## config.mk

```make
export PLATFORM = sky130hd
export DESIGN_NAME = client_hello_parser_core_flat
export DESIGN_NICKNAME = d
export VERILOG_FILES = /design/src/rtl/chp_pkg.sv /design/src/rtl/chp_ifs.sv /design/src/rtl/client_hello_parser_core.sv /design/src/rtl/chp_front.sv /design/src/rtl/chp_queue.sv /design/src/rtl/chp_back.sv /design/src/flat_wrapper.sv
export SDC_FILE = /design/constraint.sdc
export NUM_CORES = 1
export LEC_CHECK = 0
export ABC_AREA = 0
export BUFFER_PORTS_ARGS = -buffer_cell sky130_fd_sc_hd__buf_2
export CORE_ASPECT_RATIO = 1.25
export CORE_MARGIN = 4
export CORE_UTILIZATION = 55
export CTS_BUF_LIST = sky130_fd_sc_hd__clkbuf_2
export DETAILED_ROUTE_END_ITERATION = 10
export PLACE_DENSITY = 0.73
export SYNTH_ARGS = -nofsm -noshare
export SYNTH_HDL_FRONTEND = slang
export SYNTH_SLANG_ARGS = --single-unit
```

## constraint.sdc

```tcl
create_clock -name clk_i -period 9.6 [get_ports clk_i]
set_clock_uncertainty 0.1 [all_clocks]
set_input_delay 1.92 -clock clk_i [delete_from_list [all_inputs] [get_ports clk_i]]
set_output_delay 1.92 -clock clk_i [all_outputs]
set_load 0.005 [all_outputs]
```

## src/rtl/chp_pkg.sv

```systemverilog
// Shared constants, record codes and types for the ClientHello parser.
package chp_pkg;

  // Offsets saturate at this value (17-bit outputs)
  localparam logic [16:0] OFFSET_LIMIT = 17'h1FFFF;
  localparam logic [7:0]  SID_MAX      = 8'd32;
  localparam logic [15:0] RANDOM_LEN   = 16'd32;

  // Queue between parser front and output back
  localparam int unsigned QUEUE_DEPTH = 4;
  localparam int unsigned QPTR_W      = $clog2(QUEUE_DEPTH);
  localparam int unsigned QCNT_W      = $clog2(QUEUE_DEPTH + 1);

  // Record kinds
  localparam logic [2:0] KIND_VERSION = 3'd0;
  localparam logic [2:0] KIND_SID_LEN = 3'd1;
  localparam logic [2:0] KIND_SUITE   = 3'd2;
  localparam logic [2:0] KIND_COMP    = 3'd3;
  localparam logic [2:0] KIND_EXT     = 3'd4;
  localparam logic [2:0] KIND_STATUS  = 3'd5;

  // Final status codes
  localparam logic [1:0] STATUS_OK         = 2'd0;
  localparam logic [1:0] STATUS_INCOMPLETE = 2'd1;
  localparam logic [1:0] STATUS_MALFORMED  = 2'd2;

  typedef logic [16:0] offset_t;

  typedef struct packed {
    logic [2:0]  record_kind;
    logic [15:0] value;
    logic [15:0] ext_length;
    offset_t     ext_offset;
    logic [1:0]  status;
    offset_t     consumed;
    logic        last_of_run;
  } rec_t;

  // Everything one input byte produces: one or two records
  typedef struct packed {
    rec_t rec0;
    rec_t rec1;
    logic two;
  } pair_t;

endpackage

```

## src/rtl/chp_ifs.sv

```systemverilog
// Stream interfaces: input bytes and output records.
interface chp_byte_if;
  logic       valid;
  logic       ready;
  logic [7:0] data_byte;
  logic       last_byte;

  modport source (output valid, output data_byte, output last_byte, input ready);
  modport sink   (input valid, input data_byte, input last_byte, output ready);
endinterface

interface chp_rec_if;
  import chp_pkg::*;
  logic        valid;
  logic        ready;
  logic [2:0]  record_kind;
  logic [15:0] value;
  logic [15:0] ext_length;
  offset_t     ext_offset;
  logic [1:0]  status;
  offset_t     consumed;
  logic        last_of_run;

  modport source (output valid, output record_kind, output value, output ext_length,
                  output ext_offset, output status, output consumed,
                  output last_of_run, input ready);
  modport sink   (input valid, input record_kind, input value, input ext_length,
                  input ext_offset, input status, input consumed,
                  input last_of_run, output ready);
endinterface

```

## src/rtl/client_hello_parser_core.sv

```systemverilog
// ClientHello parser top: parser front, pair queue, record output back.
// Throughput: one byte per cycle while the queue is not full; a byte that yields two records outputs them in turn.
// A record passes from its accepted byte through a queue slot into the output register; a second waits in pend_rec_q.
// The front and back decouple through a four-entry queue; ready drops only when it is full.
// Reset (rst_ni low, asynchronous) returns the parser to the version field, empties the queue.
module client_hello_parser_core (
  input  logic       clk_i,
  input  logic       rst_ni,
  chp_byte_if.sink   byte_i,
  chp_rec_if.source  rec_o
);
  import chp_pkg::*;

  logic  push, full, q_valid, pop;
  pair_t push_data, q_data;

  chp_front u_front (
    .clk_i       (clk_i),
    .rst_ni      (rst_ni),
    .byte_i      (byte_i),
    .full_i      (full),
    .push_o      (push),
    .push_data_o (push_data)
  );

  chp_queue u_queue (
    .clk_i       (clk_i),
    .rst_ni      (rst_ni),
    .push_i      (push),
    .push_data_i (push_data),
    .full_o      (full),
    .pop_i       (pop),
    .valid_o     (q_valid),
    .data_o      (q_data)
  );

  chp_back u_back (
    .clk_i     (clk_i),
    .rst_ni    (rst_ni),
    .q_valid_i (q_valid),
    .q_data_i  (q_data),
    .pop_o     (pop),
    .rec_o     (rec_o)
  );

endmodule

```

## src/rtl/chp_front.sv

```systemverilog
// Parser front: accepts bytes, tracks message phase, builds result records.
module chp_front (
  input  logic           clk_i,
  input  logic           rst_ni,
  chp_byte_if.sink       byte_i,
  input  logic           full_i,
  output logic           push_o,
  output chp_pkg::pair_t push_data_o
);
  import chp_pkg::*;

  typedef enum logic [3:0] {
    PH_VER_HI, PH_VER_LO, PH_RANDOM, PH_SID_LEN, PH_SID, PH_CS_HI, PH_CS_LO,
    PH_SUITES, PH_COMP_LEN, PH_COMP, PH_EXTS_HI, PH_EXTS_LO, PH_EXT_HDR,
    PH_EXT_DATA, PH_DONE, PH_DOOMED
  } phase_e;

  phase_e      phase_q, phase_d;
  logic [15:0] field_count_q, field_count_d;
  logic [15:0] field_length_q, field_length_d;
  offset_t     byte_offset_q, byte_offset_d;
  offset_t     ext_region_end_q, ext_region_end_d;
  logic [15:0] ext_type_q, ext_type_d;
  offset_t     ext_data_offset_q, ext_data_offset_d;
  logic [7:0]  high_byte_q, high_byte_d;
  logic        discarding_q, discarding_d;
  logic [1:0]  hdr_index_q, hdr_index_d;
  logic [15:0] data_left_q, data_left_d;

  logic        accept;
  logic [7:0]  b;
  logic        last;
  logic [15:0] word;
  offset_t     pos;
  logic [15:0] fc_dec;
  logic [15:0] dl_dec;
  logic        bad;
  logic        e_v;
  rec_t        e_r;
  logic        s_v;
  rec_t        s_r;
  logic        clear_st;
  pair_t       pair;

  function automatic offset_t sat_add(offset_t a, offset_t c);
    logic [17:0] sum;
    sum = {1'b0, a} + {1'b0, c};
    return (sum > {1'b0, OFFSET_LIMIT}) ? OFFSET_LIMIT : sum[16:0];
  endfunction

  function automatic rec_t mk_rec(logic [2:0] kind, logic [15:0] val, logic [15:0] elen,
                                  offset_t eoff, logic [1:0] st, offset_t cons);
    rec_t r;
    r.record_kind = kind;
    r.value       = val;
    r.ext_length  = elen;
    r.ext_offset  = eoff;
    r.status      = st;
    r.consumed    = cons;
    r.last_of_run = 1'b0;
    return r;
  endfunction

  assign byte_i.ready = !full_i;
  assign accept = byte_i.valid && !full_i;
  assign b      = byte_i.data_byte;
  assign last   = byte_i.last_byte;
  assign word   = {high_byte_q, b};
  assign pos    = (byte_offset_q >= OFFSET_LIMIT) ? OFFSET_LIMIT : byte_offset_q + 17'd1;
  assign fc_dec = field_count_q - 16'd1;
  assign dl_dec = data_left_q - 16'd1;

  // Next state and records for the accepted byte
  always_comb begin
    phase_d           = phase_q;
    field_count_d     = field_count_q;
    field_length_d    = field_length_q;
    byte_offset_d     = byte_offset_q;
    ext_region_end_d  = ext_region_end_q;
    ext_type_d        = ext_type_q;
    ext_data_offset_d = ext_data_offset_q;
    high_byte_d       = high_byte_q;
    discarding_d      = discarding_q;
    hdr_index_d       = hdr_index_q;
    data_left_d       = data_left_q;
    bad      = 1'b0;
    e_v      = 1'b0;
    e_r      = '0;
    s_v      = 1'b0;
    s_r      = '0;
    clear_st = 1'b0;

    if (accept && discarding_q) begin
      clear_st = last;
    end else if (accept) begin
      if (phase_q != PH_DONE && phase_q != PH_DOOMED) begin
        byte_offset_d = pos;
      end
      unique case (phase_q)
        PH_VER_HI: begin
          high_byte_d = b;
          phase_d     = PH_VER_LO;
        end
        PH_VER_LO: begin
          e_v = 1'b1;
          e_r = mk_rec(KIND_VERSION, word, '0, '0, STATUS_OK, '0);
          field_count_d = RANDOM_LEN;
          phase_d       = PH_RANDOM;
        end
        PH_RANDOM: begin
          field_count_d = fc_dec;
          if (fc_dec == '0) phase_d = PH_SID_LEN;
        end
        PH_SID_LEN: begin
          if (b > SID_MAX) begin
            bad = 1'b1;
          end else begin
            e_v = 1'b1;
            e_r = mk_rec(KIND_SID_LEN, {8'd0, b}, '0, '0, STATUS_OK, '0);
            if (b == 8'd0) begin
              phase_d = PH_CS_HI;
            end else begin
              field_count_d = {8'd0, b};
              phase_d       = PH_SID;
            end
          end
        end
        PH_SID: begin
          field_count_d = fc_dec;
          if (fc_dec == '0) phase_d = PH_CS_HI;
        end
        PH_CS_HI: begin
          high_byte_d = b;
          phase_d     = PH_CS_LO;
        end
        PH_CS_LO: begin
          if (word[0]) begin
            bad = 1'b1;
          end else if (word == '0) begin
            phase_d = PH_COMP_LEN;
          end else begin
            field_count_d = word;
            phase_d       = PH_SUITES;
          end
        end
        PH_SUITES: begin
          if (!field_count_q[0]) begin
            high_byte_d = b;
          end else begin
            e_v = 1'b1;
            e_r = mk_rec(KIND_SUITE, word, '0, '0, STATUS_OK, '0);
          end
          field_count_d = fc_dec;
          if (fc_dec == '0) phase_d = PH_COMP_LEN;
        end
        PH_COMP_LEN: begin
          if (b == 8'd0) begin
            phase_d = PH_EXTS_HI;
          end else begin
            field_count_d = {8'd0, b};
            phase_d       = PH_COMP;
          end
        end
        PH_COMP: begin
          e_v = 1'b1;
          e_r = mk_rec(KIND_COMP, {8'd0, b}, '0, '0, STATUS_OK, '0);
          field_count_d = fc_dec;
          if (fc_dec == '0) phase_d = PH_EXTS_HI;
        end
        PH_EXTS_HI: begin
          high_byte_d = b;
          phase_d     = PH_EXTS_LO;
        end
        PH_EXTS_LO: begin
          ext_region_end_d = sat_add(pos, {1'b0, word});
          if (word == '0) begin
            phase_d = PH_DONE;
          end else begin
            field_count_d = word;
            hdr_index_d   = 2'd0;
            phase_d       = PH_EXT_HDR;
          end
        end
        PH_EXT_HDR: begin
          field_count_d = fc_dec;
          case (hdr_index_q)
            2'd0:    high_byte_d    = b;
            2'd1:    ext_type_d     = word;
            2'd2:    high_byte_d    = b;
            default: field_length_d = word;
          endcase
          if (hdr_index_q == 2'd3) begin
            // header complete: type and length known
            hdr_index_d       = 2'd0;
            ext_data_offset_d = pos;
            if (word > fc_dec) begin
              phase_d = PH_DOOMED;
            end else if (word == '0) begin
              e_v = 1'b1;
              e_r = mk_rec(KIND_EXT, ext_type_q, '0, pos, STATUS_OK, '0);
              phase_d = (fc_dec == '0) ? PH_DONE : PH_EXT_HDR;
            end else begin
              data_left_d = word;
              phase_d     = PH_EXT_DATA;
            end
          end else begin
            hdr_index_d = hdr_index_q + 2'd1;
            if (fc_dec == '0) phase_d = PH_DOOMED;
          end
        end
        PH_EXT_DATA: begin
          if (field_count_q != '0) field_count_d = fc_dec;
          if (data_left_q != '0) data_left_d = dl_dec;
          if (data_left_q == '0 || dl_dec == '0) begin
            e_v = 1'b1;
            e_r = mk_rec(KIND_EXT, ext_type_q, field_length_q, ext_data_offset_q,
                         STATUS_OK, '0);
            hdr_index_d = 2'd0;
            phase_d = (field_count_d == '0) ? PH_DONE : PH_EXT_HDR;
          end
        end
        default: ;
      endcase

      // final status on the last byte of the buffer
      if (!bad && last) begin
        s_v = 1'b1;
        if (phase_d == PH_EXTS_HI) begin
          s_r = mk_rec(KIND_STATUS, '0, '0, '0, STATUS_OK, byte_offset_d);
        end else if (phase_d == PH_DONE) begin
          s_r = mk_rec(KIND_STATUS, '0, '0, '0, STATUS_OK, ext_region_end_d);
        end else begin
          s_r = mk_rec(KIND_STATUS, '0, '0, '0, STATUS_INCOMPLETE, '0);
        end
      end
      clear_st = bad || last;
    end

    if (clear_st) begin
      phase_d           = PH_VER_HI;
      field_count_d     = '0;
      field_length_d    = '0;
      byte_offset_d     = '0;
      ext_region_end_d  = '0;
      ext_type_d        = '0;
      ext_data_offset_d = '0;
      high_byte_d       = '0;
      discarding_d      = 1'b0;
      hdr_index_d       = '0;
      data_left_d       = '0;
    end
    // malformed: drop bytes through the next final byte
    if (bad && !last) discarding_d = 1'b1;
  end

  // Pack records for the queue; last_of_run marks the final one
  always_comb begin
    pair = '0;
    if (bad) begin
      pair.rec0 = mk_rec(KIND_STATUS, '0, '0, '0, STATUS_MALFORMED, '0);
      pair.rec0.last_of_run = 1'b1;
    end else if (e_v && s_v) begin
      pair.rec0 = e_r;
      pair.rec1 = s_r;
      pair.rec1.last_of_run = 1'b1;
      pair.two  = 1'b1;
    end else if (e_v) begin
      pair.rec0 = e_r;
      pair.rec0.last_of_run = 1'b1;
    end else begin
      pair.rec0 = s_r;
      pair.rec0.last_of_run = 1'b1;
    end
  end

  assign push_o      = bad || e_v || s_v;
  assign push_data_o = pair;

  // Parser state
  always_ff @(posedge clk_i or negedge rst_ni) begin
    if (!rst_ni) begin
      phase_q           <= PH_VER_HI;
      field_count_q     <= '0;
      field_length_q    <= '0;
      byte_offset_q     <= '0;
      ext_region_end_q  <= '0;
      ext_type_q        <= '0;
      ext_data_offset_q <= '0;
      high_byte_q       <= '0;
      discarding_q      <= 1'b0;
      hdr_index_q       <= '0;
      data_left_q       <= '0;
    end else begin
      phase_q           <= phase_d;
      field_count_q     <= field_count_d;
      field_length_q    <= field_length_d;
      byte_offset_q     <= byte_offset_d;
      ext_region_end_q  <= ext_region_end_d;
      ext_type_q        <= ext_type_d;
      ext_data_offset_q <= ext_data_offset_d;
      high_byte_q       <= high_byte_d;
      discarding_q      <= discarding_d;
      hdr_index_q       <= hdr_index_d;
      data_left_q       <= data_left_d;
    end
  end

endmodule

```

## src/rtl/chp_queue.sv

```systemverilog
// Short queue of record pairs between the parser front and the output back.
module chp_queue (
  input  logic           clk_i,
  input  logic           rst_ni,
  input  logic           push_i,
  input  chp_pkg::pair_t push_data_i,
  output logic           full_o,
  input  logic           pop_i,
  output logic           valid_o,
  output chp_pkg::pair_t data_o
);
  import chp_pkg::*;

  pair_t               slots_q [QUEUE_DEPTH];
  logic [QPTR_W-1:0]   wr_ptr_q, rd_ptr_q;
  logic [QCNT_W-1:0]   count_q;
  logic                do_push, do_pop;

  assign full_o  = (count_q == QCNT_W'(QUEUE_DEPTH));
  assign valid_o = (count_q != '0);
  assign data_o  = slots_q[rd_ptr_q];
  assign do_push = push_i && !full_o;
  assign do_pop  = pop_i && valid_o;

  // Storage
  always_ff @(posedge clk_i) begin
    if (do_push) slots_q[wr_ptr_q] <= push_data_i;
  end

  // Pointers and fill level
  always_ff @(posedge clk_i or negedge rst_ni) begin
    if (!rst_ni) begin
      wr_ptr_q <= '0;
      rd_ptr_q <= '0;
      count_q  <= '0;
    end else begin
      if (do_push) wr_ptr_q <= wr_ptr_q + QPTR_W'(1);
      if (do_pop)  rd_ptr_q <= rd_ptr_q + QPTR_W'(1);
      case ({do_push, do_pop})
        2'b10:   count_q <= count_q + QCNT_W'(1);
        2'b01:   count_q <= count_q - QCNT_W'(1);
        default: count_q <= count_q;
      endcase
    end
  end

endmodule

```

## src/rtl/chp_back.sv

```systemverilog
// Output back: splits queued pairs into single records on a registered stream.
module chp_back (
  input  logic           clk_i,
  input  logic           rst_ni,
  input  logic           q_valid_i,
  input  chp_pkg::pair_t q_data_i,
  output logic           pop_o,
  chp_rec_if.source      rec_o
);
  import chp_pkg::*;

  logic out_valid_q;
  rec_t out_rec_q;
  logic pend_q;
  rec_t pend_rec_q;
  logic advance;

  assign advance = !out_valid_q || rec_o.ready;
  assign pop_o   = advance && !pend_q && q_valid_i;

  // Output register and held second record
  always_ff @(posedge clk_i or negedge rst_ni) begin
    if (!rst_ni) begin
      out_valid_q <= 1'b0;
      out_rec_q   <= '0;
      pend_q      <= 1'b0;
      pend_rec_q  <= '0;
    end else if (advance) begin
      if (pend_q) begin
        out_valid_q <= 1'b1;
        out_rec_q   <= pend_rec_q;
        pend_q      <= 1'b0;
      end else if (q_valid_i) begin
        out_valid_q <= 1'b1;
        out_rec_q   <= q_data_i.rec0;
        pend_q      <= q_data_i.two;
        pend_rec_q  <= q_data_i.rec1;
      end else begin
        out_valid_q <= 1'b0;
      end
    end
  end

  assign rec_o.valid       = out_valid_q;
  assign rec_o.record_kind = out_rec_q.record_kind;
  assign rec_o.value       = out_rec_q.value;
  assign rec_o.ext_length  = out_rec_q.ext_length;
  assign rec_o.ext_offset  = out_rec_q.ext_offset;
  assign rec_o.status      = out_rec_q.status;
  assign rec_o.consumed    = out_rec_q.consumed;
  assign rec_o.last_of_run = out_rec_q.last_of_run;

endmodule
```

## src/flat_wrapper.sv

```systemverilog
// flat-port wrapper written by rule: the top's interface ports become plain ports
module client_hello_parser_core_flat import chp_pkg::*;
  (clk_i, rst_ni, byte_i_valid, byte_i_data_byte, byte_i_last_byte, byte_i_ready, rec_o_valid, rec_o_record_kind, rec_o_value, rec_o_ext_length, rec_o_ext_offset, rec_o_status, rec_o_consumed, rec_o_last_of_run, rec_o_ready);
  chp_byte_if byte_i_i ();
  chp_rec_if rec_o_i ();
  input  logic clk_i;
  input  logic rst_ni;
  input wire logic [$bits(byte_i_i.valid)-1:0] byte_i_valid;
  input wire logic [$bits(byte_i_i.data_byte)-1:0] byte_i_data_byte;
  input wire logic [$bits(byte_i_i.last_byte)-1:0] byte_i_last_byte;
  output wire logic [$bits(byte_i_i.ready)-1:0] byte_i_ready;
  output wire logic [$bits(rec_o_i.valid)-1:0] rec_o_valid;
  output wire logic [$bits(rec_o_i.record_kind)-1:0] rec_o_record_kind;
  output wire logic [$bits(rec_o_i.value)-1:0] rec_o_value;
  output wire logic [$bits(rec_o_i.ext_length)-1:0] rec_o_ext_length;
  output wire logic [$bits(rec_o_i.ext_offset)-1:0] rec_o_ext_offset;
  output wire logic [$bits(rec_o_i.status)-1:0] rec_o_status;
  output wire logic [$bits(rec_o_i.consumed)-1:0] rec_o_consumed;
  output wire logic [$bits(rec_o_i.last_of_run)-1:0] rec_o_last_of_run;
  input wire logic [$bits(rec_o_i.ready)-1:0] rec_o_ready;
  assign byte_i_i.valid = byte_i_valid;
  assign byte_i_i.data_byte = byte_i_data_byte;
  assign byte_i_i.last_byte = byte_i_last_byte;
  assign byte_i_ready = byte_i_i.ready;
  assign rec_o_valid = rec_o_i.valid;
  assign rec_o_record_kind = rec_o_i.record_kind;
  assign rec_o_value = rec_o_i.value;
  assign rec_o_ext_length = rec_o_i.ext_length;
  assign rec_o_ext_offset = rec_o_i.ext_offset;
  assign rec_o_status = rec_o_i.status;
  assign rec_o_consumed = rec_o_i.consumed;
  assign rec_o_last_of_run = rec_o_i.last_of_run;
  assign rec_o_i.ready = rec_o_ready;
  client_hello_parser_core u_core (.clk_i(clk_i), .rst_ni(rst_ni), .byte_i(byte_i_i), .rec_o(rec_o_i));
endmodule
```

Yosys cells after proc, flatten, opt, wreduce, memory -nomap -nowiden
Memories as Yosys holds them, arrays and structs flattened. Index checks and enable logic that the tools add are counted.

Register bits after elaboration: 283. Bits in writable memories: 580. Input bits: 13. Output and inout port bits: 74. Logic and storage cells: 270. Memories kept: 1.

Add/sub/neg operators: 9. $lt $le $gt $ge: 4. Equality and inequality tests: 36. Multiplexer cells: 132. Bitwise operators: 1. Reductions and logical operators: 57.

Memory list: u_core.u_queue.slots_q (words 4, width 145, rd ports 1, clocked after Yosys merged registers in 0, wr ports 1, line chp_queue.sv:14) `pair_t slots_q [QUEUE_DEPTH];`.

Operator list (number): 72-bit two-way mux (14); 16-bit two-way mux (28); 72-bit case mux with 6 select lines (1); 17-bit two-way mux (15); 73-bit two-way mux (2); 16-bit case mux with 7 select lines (1); 16-bit logical NOT (5); 71-bit two-way mux (1); 70-bit two-way mux (1); 4-bit two-way mux (15); 4-bit case mux with 14 select lines (1); 8-bit two-way mux (5); 19-bit two-way mux (2); 3-bit != test, second input constant (11); 4-bit == test, second input constant (8); 16-bit case mux with 2 select lines (1); 16-bit nonzero test (2); 16-bit by 1-bit subtractor with 16-bit output, second input constant (2); 1-bit two-way mux (28); 2-bit two-way mux (12); 8-bit case mux with 3 select lines (1); 17-bit by 16-bit adder with 18-bit output (1); 18-bit by 17-bit greater-than comparator with 1-bit output, second input constant (1); 17-bit by 1-bit adder with 17-bit output, second input constant (1); other kinds (38) (80).

Logic depth before layout (Yosys ltp)
Word-level depth: 20. Mapped depth: 23. Depth with buffers taken out: 22.

Hierarchy
Synthesis repeated with hierarchy kept, for this count alone.

Cells, all modules: 2536. Area total of the unflattened synthesis: 38201.6 um^2.

Modules (own cells, without submodules): chp_queue (times used 1, cells an instance 795, area each 21459.3 um^2, sequential area each 17591.9 um^2); chp_front (times used 1, cells an instance 1350, area each 10398.7 um^2, sequential area each 3253.1 um^2); chp_back (times used 1, cells an instance 391, area each 6343.6 um^2, sequential area each 3653.5 um^2).

Least setup slack after synthesis
No wires, ideal clock.

Path type: input -> register. From: in byte_i_data_byte[1]. To: mem u_core.u_queue.slots_q[0][100] (netlist name), enable pin. Setup time: 0.461 ns. Arrival time: 6.187 ns. Data required time: 9.039 ns. Slack: 2.851 ns. Stages on the path: 10. Buffers on the path: 0. Path through: ha_1 -> nor2b_1 -> o211ai_1 -> a21oi_1 -> o31a_1 -> a211o_1 -> a2111oi_4 -> o31ai_2 -> nand3b_1 -> and2_1.

Word-level cells in the longest chain between the ends: 14. Elaborated cells on any way between the ends: 26. Those cells by class: 2 x order compare; 18 x mux; 6 x reduce/logical.

Ends and longest elaborated chain: start, declared (line flat_wrapper.sv:9) `input wire logic [$bits(byte_i_i.data_byte)-1:0] byte_i_data_byte;`; 8-bit by 6-bit greater-than comparator with 1-bit output (line chp_front.sv:115) `if (b > SID_MAX) begin`; 1-bit two-way mux (line chp_front.sv:115); 1-bit case mux with 2 select lines (line chp_front.sv:99) `unique case (phase_q)`; 1-bit two-way mux (line chp_front.sv:95) `end else if (accept) begin`; 1-bit two-way mux (line chp_front.sv:93) `if (accept && discarding_q) begin`; 1-bit logical NOT (line chp_front.sv:226) `if (!bad && last) begin`; 1-bit logical AND (line chp_front.sv:226); 1-bit two-way mux (line chp_front.sv:226); 1-bit two-way mux (line chp_front.sv:95); 1-bit two-way mux (line chp_front.sv:93); 1-bit logical OR * (line chp_front.sv:276) `assign push_o = bad || e_v || s_v;`; 1-bit logical AND * (line chp_queue.sv:22) `assign do_push = push_i && !full_o;`; 1-bit two-way mux * (line chp_queue.sv:27) `if (do_push) slots_q[wr_ptr_q] <= push_data_i;`; 1-bit two-way mux (implied by the code) * (line chp_queue.sv:27); end, declared (line chp_queue.sv:14).

Mark *: on every way between the ends. The rest lies on a longest branch, timed or not. The select of a mux whose other input is x is not followed.

Worst setup path in the final report
From: reg u_core.u_front.field_count_q[0]. To: mem u_core.u_queue.slots_q[0][75] (netlist name), enable pin.

Word-level cells in the longest chain between the ends: 12. Elaborated cells on any way between the ends: 13. Those cells by class: 1 x add/sub; 1 x order compare; 8 x mux; 3 x reduce/logical.

Ends and longest elaborated chain: start, declared (line chp_front.sv:19) `logic [15:0] field_count_q, field_count_d;`; start signal, assigned (line chp_front.sv:295) `field_count_q <= field_count_d;`; 16-bit by 1-bit subtractor with 16-bit output (line chp_front.sv:70) `assign fc_dec = field_count_q - 16'd1;`; 16-bit greater-than comparator (line chp_front.sv:196) `if (word > fc_dec) begin`; 1-bit two-way mux (line chp_front.sv:196); 1-bit two-way mux (line chp_front.sv:192) `if (hdr_index_q == 2'd3) begin`; 1-bit case mux with 5 select lines * (line chp_front.sv:99); 1-bit two-way mux * (line chp_front.sv:95); 1-bit two-way mux * (line chp_front.sv:93); 1-bit logical OR * (2 in a row) (line chp_front.sv:276); 1-bit logical AND * (line chp_queue.sv:22); 1-bit two-way mux * (line chp_queue.sv:27); 1-bit two-way mux (implied by the code) * (line chp_queue.sv:27).

Mark *: on every way between the ends. The rest lies on a longest branch, timed or not.

==> run_results.csv <==
group,metric,value,unit
status,status,"complete, no violations",
sta,tns,0,ps
floorplan,initial_utilization,55.7,%
route,dr.pass1.iters,5,
floorplan,core,0.0484,mm^2
finish,drive_gt1_share,21.7,%
synth,synth_area_per_cell,13.3,um^2
clock_tree,htree_levels,4,
clock_tree,cts_tree,"done",
finish,finish.utilization,60.8,%
floorplan,die_area,0.0527,mm^2
power,sw_frac_of_total,38.3,%
synth,yosysWarningCount,0,
sta,fmax,154,MHz
floorplan,die_w,206,um
synth,synth_common_cells,"edfxtp_1 (368), dfrtp_1 (231), nand2_1 (185)",
synth,ys_ff_latch,599,
global_route,grt_max_degree,163,
power,seqPwrFrac,42.9,%
clock_tree,clk_pin_slew,100,ps
floorplan,core.rowCount,90,
sta,finalCritPeriodShare,67.5,%
route,ant_nets,0,
synth,ys.flop_type,"edfxtp_1",
place,gp_congestion,0.942,
power,p_int,0.00547,W
global_route,first_global_vias,18114,
global_route,grt_pass1_wl,103,mm
worst_setup_path,cp_max_fo,67,
finish,area_delta_synth_final,9.01,%
sta,slew_headroom,17.9,%
worst_setup_path,critPathMaxStageDelay,900,ps
clock_tree,cts_made_buffers,141,
power,clkPwrFrac,18.7,%
route,wl,65.2,mm
power,powerDensity,301,mW/mm^2
synth,synth_most_common_cell,"edfxtp_1",
clock_tree,cts_resized,0,
synth,synthMuxAreaShare,9.61,%
worst_setup_path,r2r_cells,19,
synth,synthXorXnorAreaFrac,1.45,%
clock_tree,cts_setup_buffers,0,
synth,netlist_instances,2032,
worst_setup_path,cp.required,10200,ps
sta,setup_viol,0,
worst_setup_path,criticalPathCategory,"reg -> reg",
sta,slew_violations,0,
route,drtIter0Drc,1631,
route,drc,0,
worst_setup_path,start_kind,"register",
synth,yosysTopAreaCell,"edfxtp_1",
worst_setup_path,critical_path.top_delay_family,"simple AND/OR/NAND/NOR gates",
global_route,grt-ovfl-total,0,
clock_tree,cts_hold_repair.buffers,0,
place,dpl.hpwl,41.9,mm
synth,async_reset_ff_share,38.6,%
finish,fin_nets,2236,
clock_tree,cts_sinks,599,
global_route,antenna_found_initial,3,
sta,worst_pin_slew,1220,ps
worst_setup_path,crit_buf_inv,4,
worst_setup_path,slowest_stage,"and2_4",
synth,yosysUniqueCellTypes,83,
power,net-switching-power,0.00339,W
synth,syn_area,0.0270,mm^2
worst_setup_path,path_depth,19,
synth,yosys.area.top_type_share,40.9,%
run,max_cap_violations,0,
synth,synth_area_leaders,"edfxtp_1 (41%), dfrtp_1 (21%), mux4_2 (7.7%), a22o_1 (3.4%), o21ai_0 (2.6%)",
synth,synthSimpleGateAreaFrac,10.0,%
sta,hold_viol_final,0,
sta,rsz0062_at_grt,"false",
synth,seq_area_frac_synth,62.4,%
synth,synth_edf_count,368,
synth,syn-num-nets,2094,
route,route.detailed.wl_per_inst,22.2,um
hold_path,min_path_cells,2,
hold_path,hold_path_class,"reg -> reg",
power,pwr-share-comb,38.4,%
route,vias,18036,
sta,post-route-min-period,6480,ps
floorplan,die-height,256,um
worst_setup_path,cp_data_arrival_time,7070,ps
worst_setup_path,path_cells,"inv_1 -> ha_1 -> nor4b_4 -> nand3_2 -> or3_1 -> xor2_1 -> ha_1 -> a21oi_1 -> o21ai_0 -> a21oi_1 -> o31ai_1 -> a211o_1 -> a2111oi_4 -> buf_4 -> o31ai_2 -> buf_4 -> nand3b_1 -> and2_4 -> buf_4",
clock_tree,root_buffer,"clkbuf_2",
place,io_buffers,86,
floorplan,io_pins,87,
clock_tree,clock_latency,1120,ps
power,p_leak,11.5,nW
power,ir_drop,0.247,mV
clock_tree,ctsLongestPathBuffers,3,
synth,synth_top_family_by_area,"compound AO/OA/AOI/OAI gates",
worst_setup_path,critPathCaptureType,"register",
sta,hold-worst-slack,384,ps
route,via_per_inst,6.14,
global_route,grt_usage,25.0,%
synth,synthAdderAreaFrac,2.33,%
worst_setup_path,cp_common_cell,"buf_4",
synth,synth-compound-area-share,12.0,%
[tightest hold or removal path: stages, from the launching register on]
cell	delay (ps)
dfrtp_1	350
nand2_1	40
o21ai_0	60
[flip-flops by register name (all words and copies together) (netlist names), 8 cells and up]
register	count
u_core.u_front.field_length_q	16
u_core.u_front.ext_data_offset_q	17
u_core.u_back.rec_o.consumed	17
u_core.u_front.data_left_q	16
u_core.u_front.high_byte_q	8
u_core.u_back.rec_o.ext_offset	17
u_core.u_front.byte_offset_q	17
u_core.u_front.ext_region_end_q	17
u_core.u_back.pend_rec_q	20
u_core.u_back.rec_o.value	16
u_core.u_front.ext_type_q	16
u_core.u_front.field_count_q	16
u_core.u_back.rec_o.ext_length	16
u_core.u_queue.slots_q	368
[per-stage QoR]
stage	total power (W)	instance area, um^2	setup slack (ps)	std cells
after floorplan	0.00620	27000	2850	2032
after global placement	0.00717	28100	2930	2675
after detailed placement	0.00728	28100	2830	2675
after CTS	0.00894	29400	3130	2934
after global routing	0.00947	29400	2740	2936
final	0.00887	29400	3120	2936
[logic make-up (layout without fill, tap and decap cells)]
group,Yosys count,in the layout
AOI/OAI and AO/OA,476,476
other,0,2
xor gates and xnor gates,43,43
adders and majority gates,49,49
and+or+nand+nor,574,574
DFF,599,599
buffers and inverters,150,408
muxes,141,141
[placed cells by master (no fill, tap or decap), drive strengths merged, types with 11 or more instances in the layout]
cell type    n
a22oi       36
nand2      185
edfxtp     368
a31oi       13
xnor2       22
clkinv      46
buf        120
ha          47
mux2i       25
mux2        24
a22o       106
inv         31
a21oi       68
and2        28
dfrtp      231
o31ai       15
nand3       23
o21ai      148
nor2       167
clkbuf     206
or3         13
nand4       14
nand2b      12
o211ai      11
xor2        20
nor4        40
mux4        92
nor3        52
[per-layer routing]
layer  wire [um]  part of all wire [%]  track usage [%]  vias up
li1            -                     -                -     8178
met1       27000                    41             33.6     9034
met2       32000                    49             39.7      671
met3        3940                   6.0             5.26      151
met4        2320                   3.6             10.8        2
met5          15                 0.023                0        -
[area by class of cell]
cell class	instances	area, um^2
Fill cell	3826	19000
Sequential cell	599	16800
Multi-Input combinational cell	1283	9610
Clock buffer	206	1030
Tap cell	644	806
Timing Repair Buffer	120	708
Clock inverter	53	307
Inverter	29	109
Antenna cell	2	5.00
[final timing paths]
check | from | to | slack [ps]
max reg2reg | u_core.u_front.field_count_q[0] | u_core.u_queue.slots_q[0][75] | 3120
max | u_core.u_front.field_count_q[0] | u_core.u_queue.slots_q[0][75] | 3120
min | u_core.u_front.field_length_q[14] | u_core.u_front.field_length_q[14] | 380
min reg2reg | u_core.u_front.field_length_q[14] | u_core.u_front.field_length_q[14] | 380
min in group asynchronous | rst_ni | u_core.u_back.rec_o.consumed[1] | 650
max in group asynchronous | rst_ni | u_core.u_back.rec_o.value[13] | 7330
[power by group through the flow]
stage	registers (W)	clock network [W]	logic (W)
CTS	0.00380	0.00171	0.00343
detailed placement	0.00386	0	0.00342
global route	0.00387	0.00185	0.00375
global placement	0.00382	0	0.00335
floorplan	0.00368	0	0.00252
finish	0.00380	0.00166	0.00341
Note: power is estimated with default switching activity, not from simulation.
